<file path="config.mk">
export PLATFORM = sky130hd
export DESIGN_NAME = wildcard_glob_matcher
export DESIGN_NICKNAME = d
export VERILOG_FILES = /design/src/design/wgm_pkg.sv /design/src/design/wgm_step.sv /design/src/design/wildcard_glob_matcher.sv
export VERILOG_INCLUDE_DIRS = /design/src /design/src/design
export SDC_FILE = /design/constraint.sdc
export NUM_CORES = 1
export LEC_CHECK = 0
export BUFFER_PORTS_ARGS = -buffer_cell sky130_fd_sc_hd__buf_4
export CORE_UTILIZATION = 35
export DETAILED_ROUTE_END_ITERATION = 7
export PLACE_DENSITY = 0.51
export SLEW_MARGIN = 10
export SYNTH_ARGS = -nofsm -noshare
export SYNTH_HDL_FRONTEND = slang
export SYNTH_SLANG_ARGS = --single-unit
</file>
<file path="constraint.sdc">
create_clock -name clock -period 6.3 [get_ports clock]
set_clock_uncertainty 0.05 [all_clocks]
set_input_delay 0.63 -clock clock [delete_from_list [all_inputs] [get_ports clock]]
set_output_delay 0.63 -clock clock [all_outputs]
set_load 0.01 [all_outputs]
</file>
<file path="src/design/wildcard_glob_matcher_assert.svh">
// Assertion macros shared by the glob matcher RTL.
// No dependencies; the including module supplies clock and reset.
`ifndef WILDCARD_GLOB_MATCHER_ASSERT_SVH
`define WILDCARD_GLOB_MATCHER_ASSERT_SVH

// Whenever cond holds in a cycle, expr must hold in the same cycle.
`define WGM_ASSERT_SAME(label, cond, expr) \
   label: assert property (@(posedge clock) disable iff (reset) (cond) |-> (expr)) \
      else $error("glob matcher assertion failed");

// Whenever cond holds in a cycle, expr must hold in the following cycle.
`define WGM_ASSERT_NEXT(label, cond, expr) \
   label: assert property (@(posedge clock) disable iff (reset) (cond) |=> (expr)) \
      else $error("glob matcher assertion failed");

`endif

</file>
<file path="src/design/wgm_pkg.sv">
// Shared constants, types and the case-folding function of the glob matcher.
// No dependencies.
package wgm_pkg;

   localparam int MAX_PATTERN = 32;
   localparam int LEN_W = $clog2(MAX_PATTERN + 1);
   localparam int IDX_W = (MAX_PATTERN > 1) ? $clog2(MAX_PATTERN) : 1;

   localparam logic [1:0] FUNC_CLEAR   = 2'd0;
   localparam logic [1:0] FUNC_APPEND  = 2'd1;
   localparam logic [1:0] FUNC_SUBJECT = 2'd2;
   localparam logic [1:0] FUNC_END     = 2'd3;

   localparam logic [7:0] STAR_CHAR  = 8'h2A;
   localparam logic [7:0] QMARK_CHAR = 8'h3F;

   typedef logic [MAX_PATTERN:0] vec_type;
   typedef logic [MAX_PATTERN-1:0][7:0] store_type;
   typedef logic [LEN_W-1:0] len_type;

   function automatic logic [7:0] fold_byte(input logic fold, input logic [7:0] c);
      logic [7:0] r;
      r = c;
      if (fold && (c inside {[8'h41:8'h5A]})) begin
         r = c + 8'h20;
      end
      return r;
   endfunction

endpackage

</file>
<file path="src/design/wgm_step.sv">
// One update of the active-position vector: star closure and subject byte step.
// Depends on wgm_pkg.
module wgm_step (
   input  wgm_pkg::vec_type   raw_vec,
   input  wgm_pkg::store_type pattern,
   input  wgm_pkg::len_type   pattern_len,
   input  logic               fold,
   input  logic [7:0]         character,
   output wgm_pkg::vec_type   next_raw_vec,
   output logic               end_hit
);
   import wgm_pkg::*;

   vec_type star_vec;
   vec_type gen_vec;
   vec_type sum_vec;
   vec_type closed_vec;
   vec_type move_vec;
   logic [MAX_PATTERN-1:0] in_pat;
   logic [7:0] subj_folded;

   assign subj_folded = fold_byte(fold, character);

   for (genvar i = 0; i < MAX_PATTERN; i++) begin : g_pos
      assign in_pat[i]   = len_type'(i) < pattern_len;
      assign star_vec[i] = in_pat[i] && (pattern[i] == STAR_CHAR);
      assign move_vec[i + 1] = closed_vec[i] && in_pat[i] && !star_vec[i] &&
                               ((pattern[i] == QMARK_CHAR) ||
                                (fold_byte(fold, pattern[i]) == subj_folded));
   end
   assign star_vec[MAX_PATTERN] = 1'b0;
   assign move_vec[0] = 1'b0;

   // Closure over runs of stars is a carry chain: a star holding an active
   // position generates, a star without one propagates.
   assign gen_vec    = star_vec & raw_vec;
   assign sum_vec    = gen_vec + star_vec;
   assign closed_vec = raw_vec | (sum_vec ^ gen_vec ^ star_vec);

   assign next_raw_vec = move_vec | (closed_vec & star_vec);
   assign end_hit      = closed_vec[pattern_len];

endmodule

</file>
<file path="src/design/wildcard_glob_matcher.sv">
// Glob matcher top level. An end beat goes through the execute and response registers.
// One beat per cycle barring end-beat stalls; closure and byte step are combinational.
// An end beat waits in the execute register only while the previous result is untaken.
// Synchronous active-high reset empties the pipeline, clears the pattern length,
// overflow flag and case mode; the pattern store itself is not reset.
module wildcard_glob_matcher (
   input  logic       clock,
   input  logic       reset,
   input  logic       req_valid,
   output logic       req_ready,
   input  logic [1:0] req_func,
   input  logic [7:0] req_character,
   output logic       rsp_valid,
   input  logic       rsp_ready,
   output logic       rsp_matched,
   output logic       rsp_pattern_overflow,
   input  logic       csr_valid,
   output logic       csr_ready,
   input  logic       csr_ignore_case
);
   import wgm_pkg::*;

   localparam vec_type START_VEC = vec_type'(1);

   logic       exe_valid_ff, exe_valid_in;
   logic [1:0] exe_func_ff;
   logic [7:0] exe_char_ff;
   logic       exe_fire;

   store_type  store_ff;
   len_type    len_ff, len_in;
   vec_type    raw_ff, raw_in;
   logic       overflow_ff, overflow_in;
   logic       fold_ff;

   logic       rsp_valid_ff, rsp_valid_in;
   logic       rsp_matched_ff, rsp_overflow_ff;

   vec_type    step_vec;
   logic       end_hit;
   logic       store_write;

   wgm_step u_step (
      .raw_vec      (raw_ff),
      .pattern      (store_ff),
      .pattern_len  (len_ff),
      .fold         (fold_ff),
      .character    (exe_char_ff),
      .next_raw_vec (step_vec),
      .end_hit      (end_hit)
   );

   assign exe_fire = exe_valid_ff &&
                     ((exe_func_ff != FUNC_END) || !rsp_valid_ff || rsp_ready);
   assign req_ready    = !exe_valid_ff || exe_fire;
   assign exe_valid_in = req_ready ? req_valid : exe_valid_ff;
   assign store_write  = exe_fire && (exe_func_ff == FUNC_APPEND) &&
                         (len_ff < len_type'(MAX_PATTERN));

   always_comb begin
      len_in      = len_ff;
      raw_in      = raw_ff;
      overflow_in = overflow_ff;
      if (exe_fire) begin
         case (exe_func_ff)
            FUNC_CLEAR: begin
               len_in      = '0;
               overflow_in = 1'b0;
               raw_in      = START_VEC;
            end
            FUNC_APPEND: begin
               if (len_ff < len_type'(MAX_PATTERN)) begin
                  len_in = len_ff + len_type'(1);
               end else begin
                  overflow_in = 1'b1;
               end
               raw_in = START_VEC;
            end
            FUNC_SUBJECT: begin
               raw_in = step_vec;
            end
            default: begin
               raw_in = START_VEC;
            end
         endcase
      end
   end

   assign rsp_valid_in = (exe_fire && (exe_func_ff == FUNC_END)) ||
                         (rsp_valid_ff && !rsp_ready);

   always_ff @(posedge clock) begin
      if (reset) begin
         exe_valid_ff <= 1'b0;
         len_ff       <= '0;
         raw_ff       <= START_VEC;
         overflow_ff  <= 1'b0;
         fold_ff      <= 1'b0;
         rsp_valid_ff <= 1'b0;
      end else begin
         exe_valid_ff <= exe_valid_in;
         len_ff       <= len_in;
         raw_ff       <= raw_in;
         overflow_ff  <= overflow_in;
         rsp_valid_ff <= rsp_valid_in;
         if (csr_valid) begin
            fold_ff <= csr_ignore_case;
         end
      end
   end

   always_ff @(posedge clock) begin
      if (req_ready) begin
         exe_func_ff <= req_func;
         exe_char_ff <= req_character;
      end
      if (store_write) begin
         store_ff[len_ff[IDX_W-1:0]] <= exe_char_ff;
      end
      if (exe_fire && (exe_func_ff == FUNC_END)) begin
         rsp_matched_ff  <= end_hit && !overflow_ff;
         rsp_overflow_ff <= overflow_ff;
      end
   end

   assign csr_ready            = 1'b1;
   assign rsp_valid            = rsp_valid_ff;
   assign rsp_matched          = rsp_matched_ff;
   assign rsp_pattern_overflow = rsp_overflow_ff;

`include "wildcard_glob_matcher_assert.svh"

   `WGM_ASSERT_SAME(a_len_bound, 1'b1, len_ff <= len_type'(MAX_PATTERN))
   `WGM_ASSERT_SAME(a_overflow_full, overflow_ff, len_ff == len_type'(MAX_PATTERN))
   `WGM_ASSERT_SAME(a_match_no_overflow, rsp_valid && rsp_matched, !rsp_pattern_overflow)
   `WGM_ASSERT_NEXT(a_end_restarts, exe_fire && (exe_func_ff == FUNC_END), raw_ff == START_VEC)

endmodule
</file>
==> reports/qor.csv, run 1 <==
stage,metric,value,unit
status,status,completed,
hold_path,Hold Path Class,primary input to flip-flop,
timing,Pins Over Slew Limit,0,
critical_path,crit path from,len_ff[0]$_SDFFE_PP0P_,
floorplanning,Die Wd,237.9,um
floorplanning,DIE HEIGHT,237.9,um
synth,mux cell area share after synthesis,0.0005139,
power,Pint,3.718,mW
run,maximum capacitance violations,0,
cells_and_area,fillcell total,5443,
critical_path,Reg2Reg Depth,13,
timing,upper clock frequency limit,207.0,MHz
synth,compound-cell area share of the yosys netlist,0.1615,
synth,count of flip-flops with a built-in enable after synthesis,268,
placement,dpl cell area,20400,sq um
synth,Cells after Synth,1947,
synth,Syn Nets,2002,
detailed_routing,1st-iter DRT viols,1052,
cells_and_area,post-route design area,21700,sq um
detailed_routing,via count,15620,
floorplanning,io pins,21,
detailed_routing,TritonRoute pass-1 iters,5,
synth,Post-Synth XOR/XNOR Area,0.1147,
power,VDD IR max,0.0001659,V
detailed_routing,vias per cell,5.714,
power,part of the power in the clock network,0.476,
clock_network,CTS Buffer Depth,3,
timing,minimum clock period,4.832,ns
synth,ys flop type,edfxtp_1,
cells_and_area,final core utilization,0.3940,
cells_and_area,"non-filler cells, final",2734,
placement,Post-Place Setup Slack,1.567,ns
cells_and_area,# diodes,0,
synth,main combinational cell family by area after synthesis,simple AND/OR/NAND/NOR gates,
power,Flop pwr share,0.475,
clock_network,total CTS buffers,38,
clock_network,CTS root buf,clkbuf_16,
floorplanning,Initial Utilization,0.3536,
global_routing,GRT overflow,0,
power,Pwr Total,4.734,mW
synth,Synth Area in Adders,0.02505,
global_routing,first-pass GRT wire length,89510,um
power,NetSw,1.017,mW
cells_and_area,register area,8910,sq um
critical_path,Crit Reg-Reg Endpoint,rsp_matched$_DFFE_PP_,
placement,Placed Cells,2664,
critical_path,CP Data Required Time,6.67,ns
clock_network,Worst-Skew Late Latency,0.56,ns
clock_network,clock sink count,311,
critical_path,R2R Setup Slk,1.47,ns
power,PwrDens,218.1,nW/um^2
synth,area share of and/or/nand/nor cells after synthesis,0.2066,
global_routing,largest net degree at the start of global routing,41,
detailed_routing,routed len/inst,21.07,um
synth,Cell variety after synth,105,
placement,port bufs,19,
timing,setup TNS,0,ns
clock_network,CTS tree,built,
clock_network,cts hold-fix bufs,0,
synth,async set-reset flop share out of synthesis,0,
synth,Syn. warnings,0,
timing,Setup-failing EPs final,0,
detailed_routing,WL final,57610,um
power,leak pwr,6.782,nW
cells_and_area,Layout area overhead,11.43,%
detailed_routing,number of remaining DRC errors,0,
power,Comb power frac,0.049,
power,Net Sw Frac,0.2147,
timing,fin crit share,0.7669,
timing,PnR worst setup slack,1.468,ns
timing,Final Hold Vio Count,0,
timing,unrepaired setup endpoints after global routing,no,
placement,GP Congestion,0.9396,
critical_path,Worst Setup End Kind,flip-flop,
cells_and_area,layout cell share with drive strength beyond 1,0.08610,
timing,Fin Hold WS,0.2000,ns
clock_network,post-CTS setup buffers,0,
critical_path,critical path arrival,5.20,ns
synth,syn_area_per_cell,10.00,sq um
detailed_routing,Antenna Nets Post-Route,0,
synth,register area share after synthesis,0.4573,
global_routing,initial antenna violation count,1,
critical_path,Crit Path Category,flip-flop to flip-flop,
critical_path,Crit Reg-Reg Startpoint,len_ff[0]$_SDFFE_PP0P_,
floorplanning,die area,56600,sq um
critical_path,crit start category,flip-flop,
cells_and_area,Multi-input gate area,9948,sq um
clock_network,"CTS clk-pin slew, worst paths",0.06,ns
synth,"Cell Area, Synth",19480,sq um
global_routing,via count of the first global-routing pass,15130,
floorplanning,Rows,86,
clock_network,CTS resizes,0,
floorplanning,area of the core,55090,sq um
cells_and_area,layout net count,2011,
placement,post-DP HPWL,38790,um
timing,max_slew headroom,0.1686,
critical_path,crit path to,rsp_matched$_DFFE_PP_,
global_routing,GRT Util Overall,0.2029,
critical_path,Worst Path Max Fanout,15,
synth,"flops & latches, synth",311,
clock_network,H-tree depth,2,
timing,Worst-Margin Slew,1.244,ns
==> layout by cell type, fill, tap and decap left out, drive strengths merged, types with 43 or more instances in the layout <==
| cell | n |
|---|---|
| edfxtp | 268 |
| nor2 | 211 |
| xor2 | 133 |
| a21oi | 128 |
| xnor2 | 122 |
| nand2 | 110 |
| nor3 | 85 |
| o21ai | 79 |
| inv | 61 |
| nand3 | 60 |
| clkbuf | 53 |
| buf | 52 |
| dfxtp | 43 |
==> power groups by stage <==
stage                     clock network (mW)  registers, mW  logic, mW
after floorplan                            0           2.30      0.133
after global placement                     0           2.29      0.234
after detailed placement                   0           2.29      0.236
after CTS                               2.31           2.25      0.237
after global routing                    2.39           2.25      0.252
final                                   2.26           2.25      0.232
==> layer usage <==
layer / part of all wire / GRT usage
met1: 0.45 / 0.2758
met5: 0 / 0
met3: 0.047 / 0.02510
met4: 0.025 / 0.05767
met2: 0.47 / 0.3382
==> worst min path at each step <==
stage | startpoint | endpoint | slack (ns) | cells after the start
floorplan | overflow_ff$_SDFFE_PP0P_ | rsp_pattern_overflow$_DFFE_PP_ | 0.37 | 0
global placement | raw_ff[29]$_SDFFE_PP0P_ | raw_ff[29]$_SDFFE_PP0P_ | 0.43 | 2
detailed placement | raw_ff[32]$_SDFFE_PP0P_ | raw_ff[32]$_SDFFE_PP0P_ | 0.43 | 2
CTS | req_func[0] | exe_func_ff[0]$_DFFE_PP_ | 0.17 | 1
global route | req_character[4] | exe_char_ff[4]$_DFFE_PP_ | 0.18 | 1
finish | req_func[1] | exe_func_ff[1]$_DFFE_PP_ | 0.20 | 1
==> logic make-up (layout without fill, tap and decap cells) <==
group	after synthesis	after routing
buffers and inverters	144	183
multiplexers	1	1
other	1	1
AND/OR/NAND/NOR	735	735
adder cells (fa/ha/maj)	39	39
AO/OA/AOI/OAI	461	461
XOR/XNOR	255	255
flip-flops	311	311
==> cell type report <==
type / instances / share of cell area
clock buffers: 53 / 0.04981
well taps: 748 / 0.04312
flip-flops and latches: 311 / 0.4105
repair buffers: 52 / 0.01799
clock inverters: 17 / 0.009685
multi-input cells: 1492 / 0.4583
inverters: 61 / 0.01055
==> synth_stat cells (10+ instances only) <==
library cell,count,share of area
or4_1,18,0.0069
clkbuf_1,43,0.0083
edfxtp_1,268,0.41
nor2_1,210,0.040
nand2_1,110,0.021
or3_1,22,0.0071
and2_1,14,0.0045
dfxtp_1,43,0.044
buf_2,15,0.0039
nand3_1,60,0.015
o211ai_1,12,0.0046
inv_1,61,0.012
or2_2,13,0.0042
a22oi_1,21,0.0081
nor4bb_1,28,0.014
a21oi_1,127,0.033
a21o_1,19,0.0073
nand2b_1,12,0.0039
a31oi_1,33,0.011
nand4bb_1,15,0.0087
buf_1,10,0.0019
xnor2_1,122,0.055
nor3_1,82,0.021
xor2_1,133,0.060
o21bai_1,13,0.0050
a211oi_1,15,0.0058
nand4_1,37,0.012
ha_1,39,0.025
o21ai_0,73,0.019
nor4_1,39,0.013
o31ai_1,25,0.0096
==> worst max-delay path, stage by stage (launching register included) <==
cell and delay (ns):
dfxtp_1 0.64, inv_1 0.36, ha_1 0.40, nand3b_1 0.27
a2111oi_4 0.76, nand4_1 0.19, or4_1 0.56, o32ai_2 0.24
or2_2 0.19, a41oi_1 0.20, and2_1 0.29, o2111ai_1 0.19
o31a_1 0.16, and4_1 0.19
==> flip-flops by register name, summed over array words and instances (netlist names) <==
name	flops
rsp_valid	1
exe_valid_ff	1
fold_ff	1
rsp_pattern_overflow	1
overflow_ff	1
exe_func_ff	2
len_ff	6
rsp_matched	1
raw_ff	33
exe_char_ff	8
store_ff	256
Power figures use the tool's default switching activity.
==> run 2: changes to the inputs <==
--- a/config.mk
+++ b/config.mk
@@ -9,7 +9,7 @@
 export BUFFER_PORTS_ARGS = -buffer_cell sky130_fd_sc_hd__buf_4
 export CORE_UTILIZATION = 35
 export DETAILED_ROUTE_END_ITERATION = 7
-export PLACE_DENSITY = 0.51
+export PLACE_DENSITY = 0.53
 export SLEW_MARGIN = 10
 export SYNTH_ARGS = -nofsm -noshare
 export SYNTH_HDL_FRONTEND = slang
==> constraint.sdc (replaced) <==
create_clock -name clock -period 3.9 [get_ports clock]
set_clock_uncertainty 0.05 [all_clocks]
set_input_delay 0.39 -clock clock [delete_from_list [all_inputs] [get_ports clock]]
set_output_delay 0.39 -clock clock [all_outputs]
set_load 0.01 [all_outputs]
==> reports/qor.csv, run 2 (synthesis results as in run 1) <==
stage,metric,value,unit,change
hold_path,WHS Path Cells,3,,+2
clock_network,CTS tree,built,,
critical_path,critical-path cell list,or3_1 -> or4_1 -> or2_0 -> or4_1 -> nor4bb_1 -> o211ai_1 -> nand3_1 -> nor2_1 -> a21oi_1 -> a211o_1 -> and4_1,,
clock_network,CTS Buffer Depth,3,,unchanged
power,Net Sw Frac,0.2189,,+0.004121
critical_path,Worst Path Max Fanout,7,,-8
floorplanning,area of the core,55090,sq um,unchanged
power,NetSw,1.659,mW,+63%
global_routing,first-pass GRT wire length,91120,um,+1.8%
critical_path,R2R Setup Slk,0.11,ns,-1.36 ns
clock_network,Worst-Skew Late Latency,0.56,ns,about the same
floorplanning,die area,56600,sq um,unchanged
critical_path,crit path to,rsp_matched$_DFFE_PP_,,
detailed_routing,1st-iter DRT viols,1285,,+22%
global_routing,initial antenna violation count,0,,-1
detailed_routing,WL final,58810,um,+2.1%
global_routing,GRT overflow,0,,unchanged
cells_and_area,Layout area overhead,17.67,%,
power,VDD IR max,0.0002717,V,+64%
status,status,completed,,
global_routing,largest net degree at the start of global routing,41,,unchanged
timing,Setup-failing EPs final,0,,unchanged
clock_network,CTS root buf,clkbuf_16,,
detailed_routing,via count,16290,,+4.3%
timing,setup TNS,0,ns,unchanged
timing,Fin Hold WS,0.03466,ns,-0.1654 ns
critical_path,Crit Reg-Reg Startpoint,store_ff[168]$_DFFE_PP_,,
critical_path,Reg2Reg Depth,11,,-2
clock_network,"CTS clk-pin slew, worst paths",0.06,ns,about the same
critical_path,Crit Path Category,flip-flop to flip-flop,,
cells_and_area,# diodes,0,,unchanged
detailed_routing,number of remaining DRC errors,0,,unchanged
hold_path,Hold Path Class,primary input to flip-flop,,
placement,port bufs,19,,unchanged
power,Pint,5.921,mW,+59%
clock_network,clock sink count,311,,unchanged
power,leak pwr,7.504,nW,+11%
cells_and_area,fillcell total,5271,,-3.2%
global_routing,GRT Util Overall,0.2063,,+0.003384
floorplanning,Initial Utilization,0.3536,,unchanged
detailed_routing,routed len/inst,20.45,um,-3.0%
critical_path,crit start category,flip-flop,,
cells_and_area,"most common cell after layout, fill and taps aside",edfxtp_1,,
floorplanning,DIE HEIGHT,237.9,um,unchanged
timing,Pins Over Slew Limit,0,,unchanged
timing,unrepaired setup endpoints after global routing,yes,,
placement,GP Congestion,0.9654,,+2.7%
critical_path,crit-path most repeated cell,or4_1,,
global_routing,via count of the first global-routing pass,15930,,+5.3%
timing,Final Hold Vio Count,0,,unchanged
critical_path,CP Data Required Time,4.28,ns,-2.39 ns
cells_and_area,post-route design area,22920,sq um,+5.6%
timing,upper clock frequency limit,263.8,MHz,+27%
power,Comb power frac,0.052,,+0.003
floorplanning,Die Wd,237.9,um,unchanged
critical_path,crit path from,store_ff[168]$_DFFE_PP_,,
power,PwrDens,330.7,nW/um^2,+52%
cells_and_area,"commonest non-fill, non-tap cells in the layout","268 x edfxtp_1, 208 x nor2_1, 181 x buf_4",,
cells_and_area,layout cell share with drive strength beyond 1,0.1476,,+0.06145
power,part of the power in the clock network,0.469,,-0.007
cells_and_area,layout net count,2154,,+7.1%
cells_and_area,max reg flops,256,,unchanged
critical_path,Worst Setup End Kind,flip-flop,,
placement,dpl cell area,21430,sq um,+5.0%
timing,Worst-Margin Slew,0.8334,ns,-0.4106 ns
critical_path,Crit-path slowest cell,or4_1,,
clock_network,total CTS buffers,38,,unchanged
timing,minimum clock period,3.791,ns,-1.041 ns
floorplanning,Rows,86,,unchanged
power,Flop pwr share,0.479,,+0.004
clock_network,H-tree depth,2,,unchanged
critical_path,critical path arrival,4.17,ns,-1.03 ns
critical_path,Worst path max stage delay,0.57,ns,-0.19 ns
timing,max_slew headroom,0.4438,,+0.2752
run,maximum capacitance violations,0,,unchanged
detailed_routing,TritonRoute pass-1 iters,5,,unchanged
cells_and_area,final core utilization,0.4160,,+0.02208
detailed_routing,vias per cell,5.665,,-0.85%
placement,post-DP HPWL,40970,um,+5.6%
critical_path,Crit Reg-Reg Endpoint,rsp_matched$_DFFE_PP_,,
timing,fin crit share,0.9721,,+0.2051
floorplanning,io pins,21,,unchanged
detailed_routing,Antenna Nets Post-Route,0,,unchanged
run 2: critical path, delay by kind of cell, from the launching register on:
kind | cells | cell delay (ns)
DFF | 1 | 0.43
and+or+nand+nor | 8 | 2.67
AOI/OAI and AO/OA | 3 | 0.51
run 2: through the flow:
stage               instances  worst slack, ns  power, mW
floorplan                1947         0.009389      3.930
global route             2876         -0.04890      7.816
global placement         2794          0.06427      4.085
CTS                      2873          0.02081      7.659
finish                   2876           0.1090      7.581
detailed placement       2794         -0.04029      4.088
run 2: layout make-up:
class                           instances  area, sq um  share of cell area
Clock buffer                           54         1105             0.04820
Clock inverter                         15        147.6            0.006441
Inverter                               61        229.0            0.009990
Multi-Input combinational cell       1492        10060              0.4387
Sequential cell                       311         8909              0.3887
Tap cell                              748        935.9             0.04083
Timing Repair Buffer                  195         1539             0.06714
run 2: worst min path at each step:
stage	from	endpoint	slack (ns)
floorplan	overflow_ff$_SDFFE_PP0P_	rsp_pattern_overflow$_DFFE_PP_	0.37
global placement	raw_ff[29]$_SDFFE_PP0P_	raw_ff[29]$_SDFFE_PP0P_	0.43
detailed placement	rsp_valid$_SDFF_PP0_	rsp_valid$_SDFF_PP0_	0.44
CTS	csr_ignore_case	fold_ff$_SDFFE_PP0P_	0.007
global route	rsp_ready	rsp_valid$_SDFF_PP0_	0.05
finish	csr_ignore_case	fold_ff$_SDFFE_PP0P_	0.03
run 2: power by group through the flow:
| stage | logic (mW) | registers (mW) | clock network, mW |
|---|---|---|---|
| final | 0.395 | 3.63 | 3.56 |
| after global routing | 0.429 | 3.63 | 3.76 |
| after CTS | 0.399 | 3.63 | 3.63 |
| after detailed placement | 0.389 | 3.70 | 0 |
| after global placement | 0.386 | 3.70 | 0 |
| after floorplan | 0.215 | 3.72 | 0 |
run 2: metal layers:
metal	part of all wire	vias to the layer above	GRT usage
met4	0.024	0	0.06061
li1	-	7673	-
met2	0.46	500	0.3388
met3	0.057	96	0.03552
met1	0.46	8023	0.2774
met5	0	-	0
run 2: repair_timing:
action,in CTS,in global routing
setup endpoints to repair,1,9
setup buffers,0,3
endpoints found under the hold margin,10,0
resized for setup,1,22
pin swaps,0,7
hold buffers,10,0
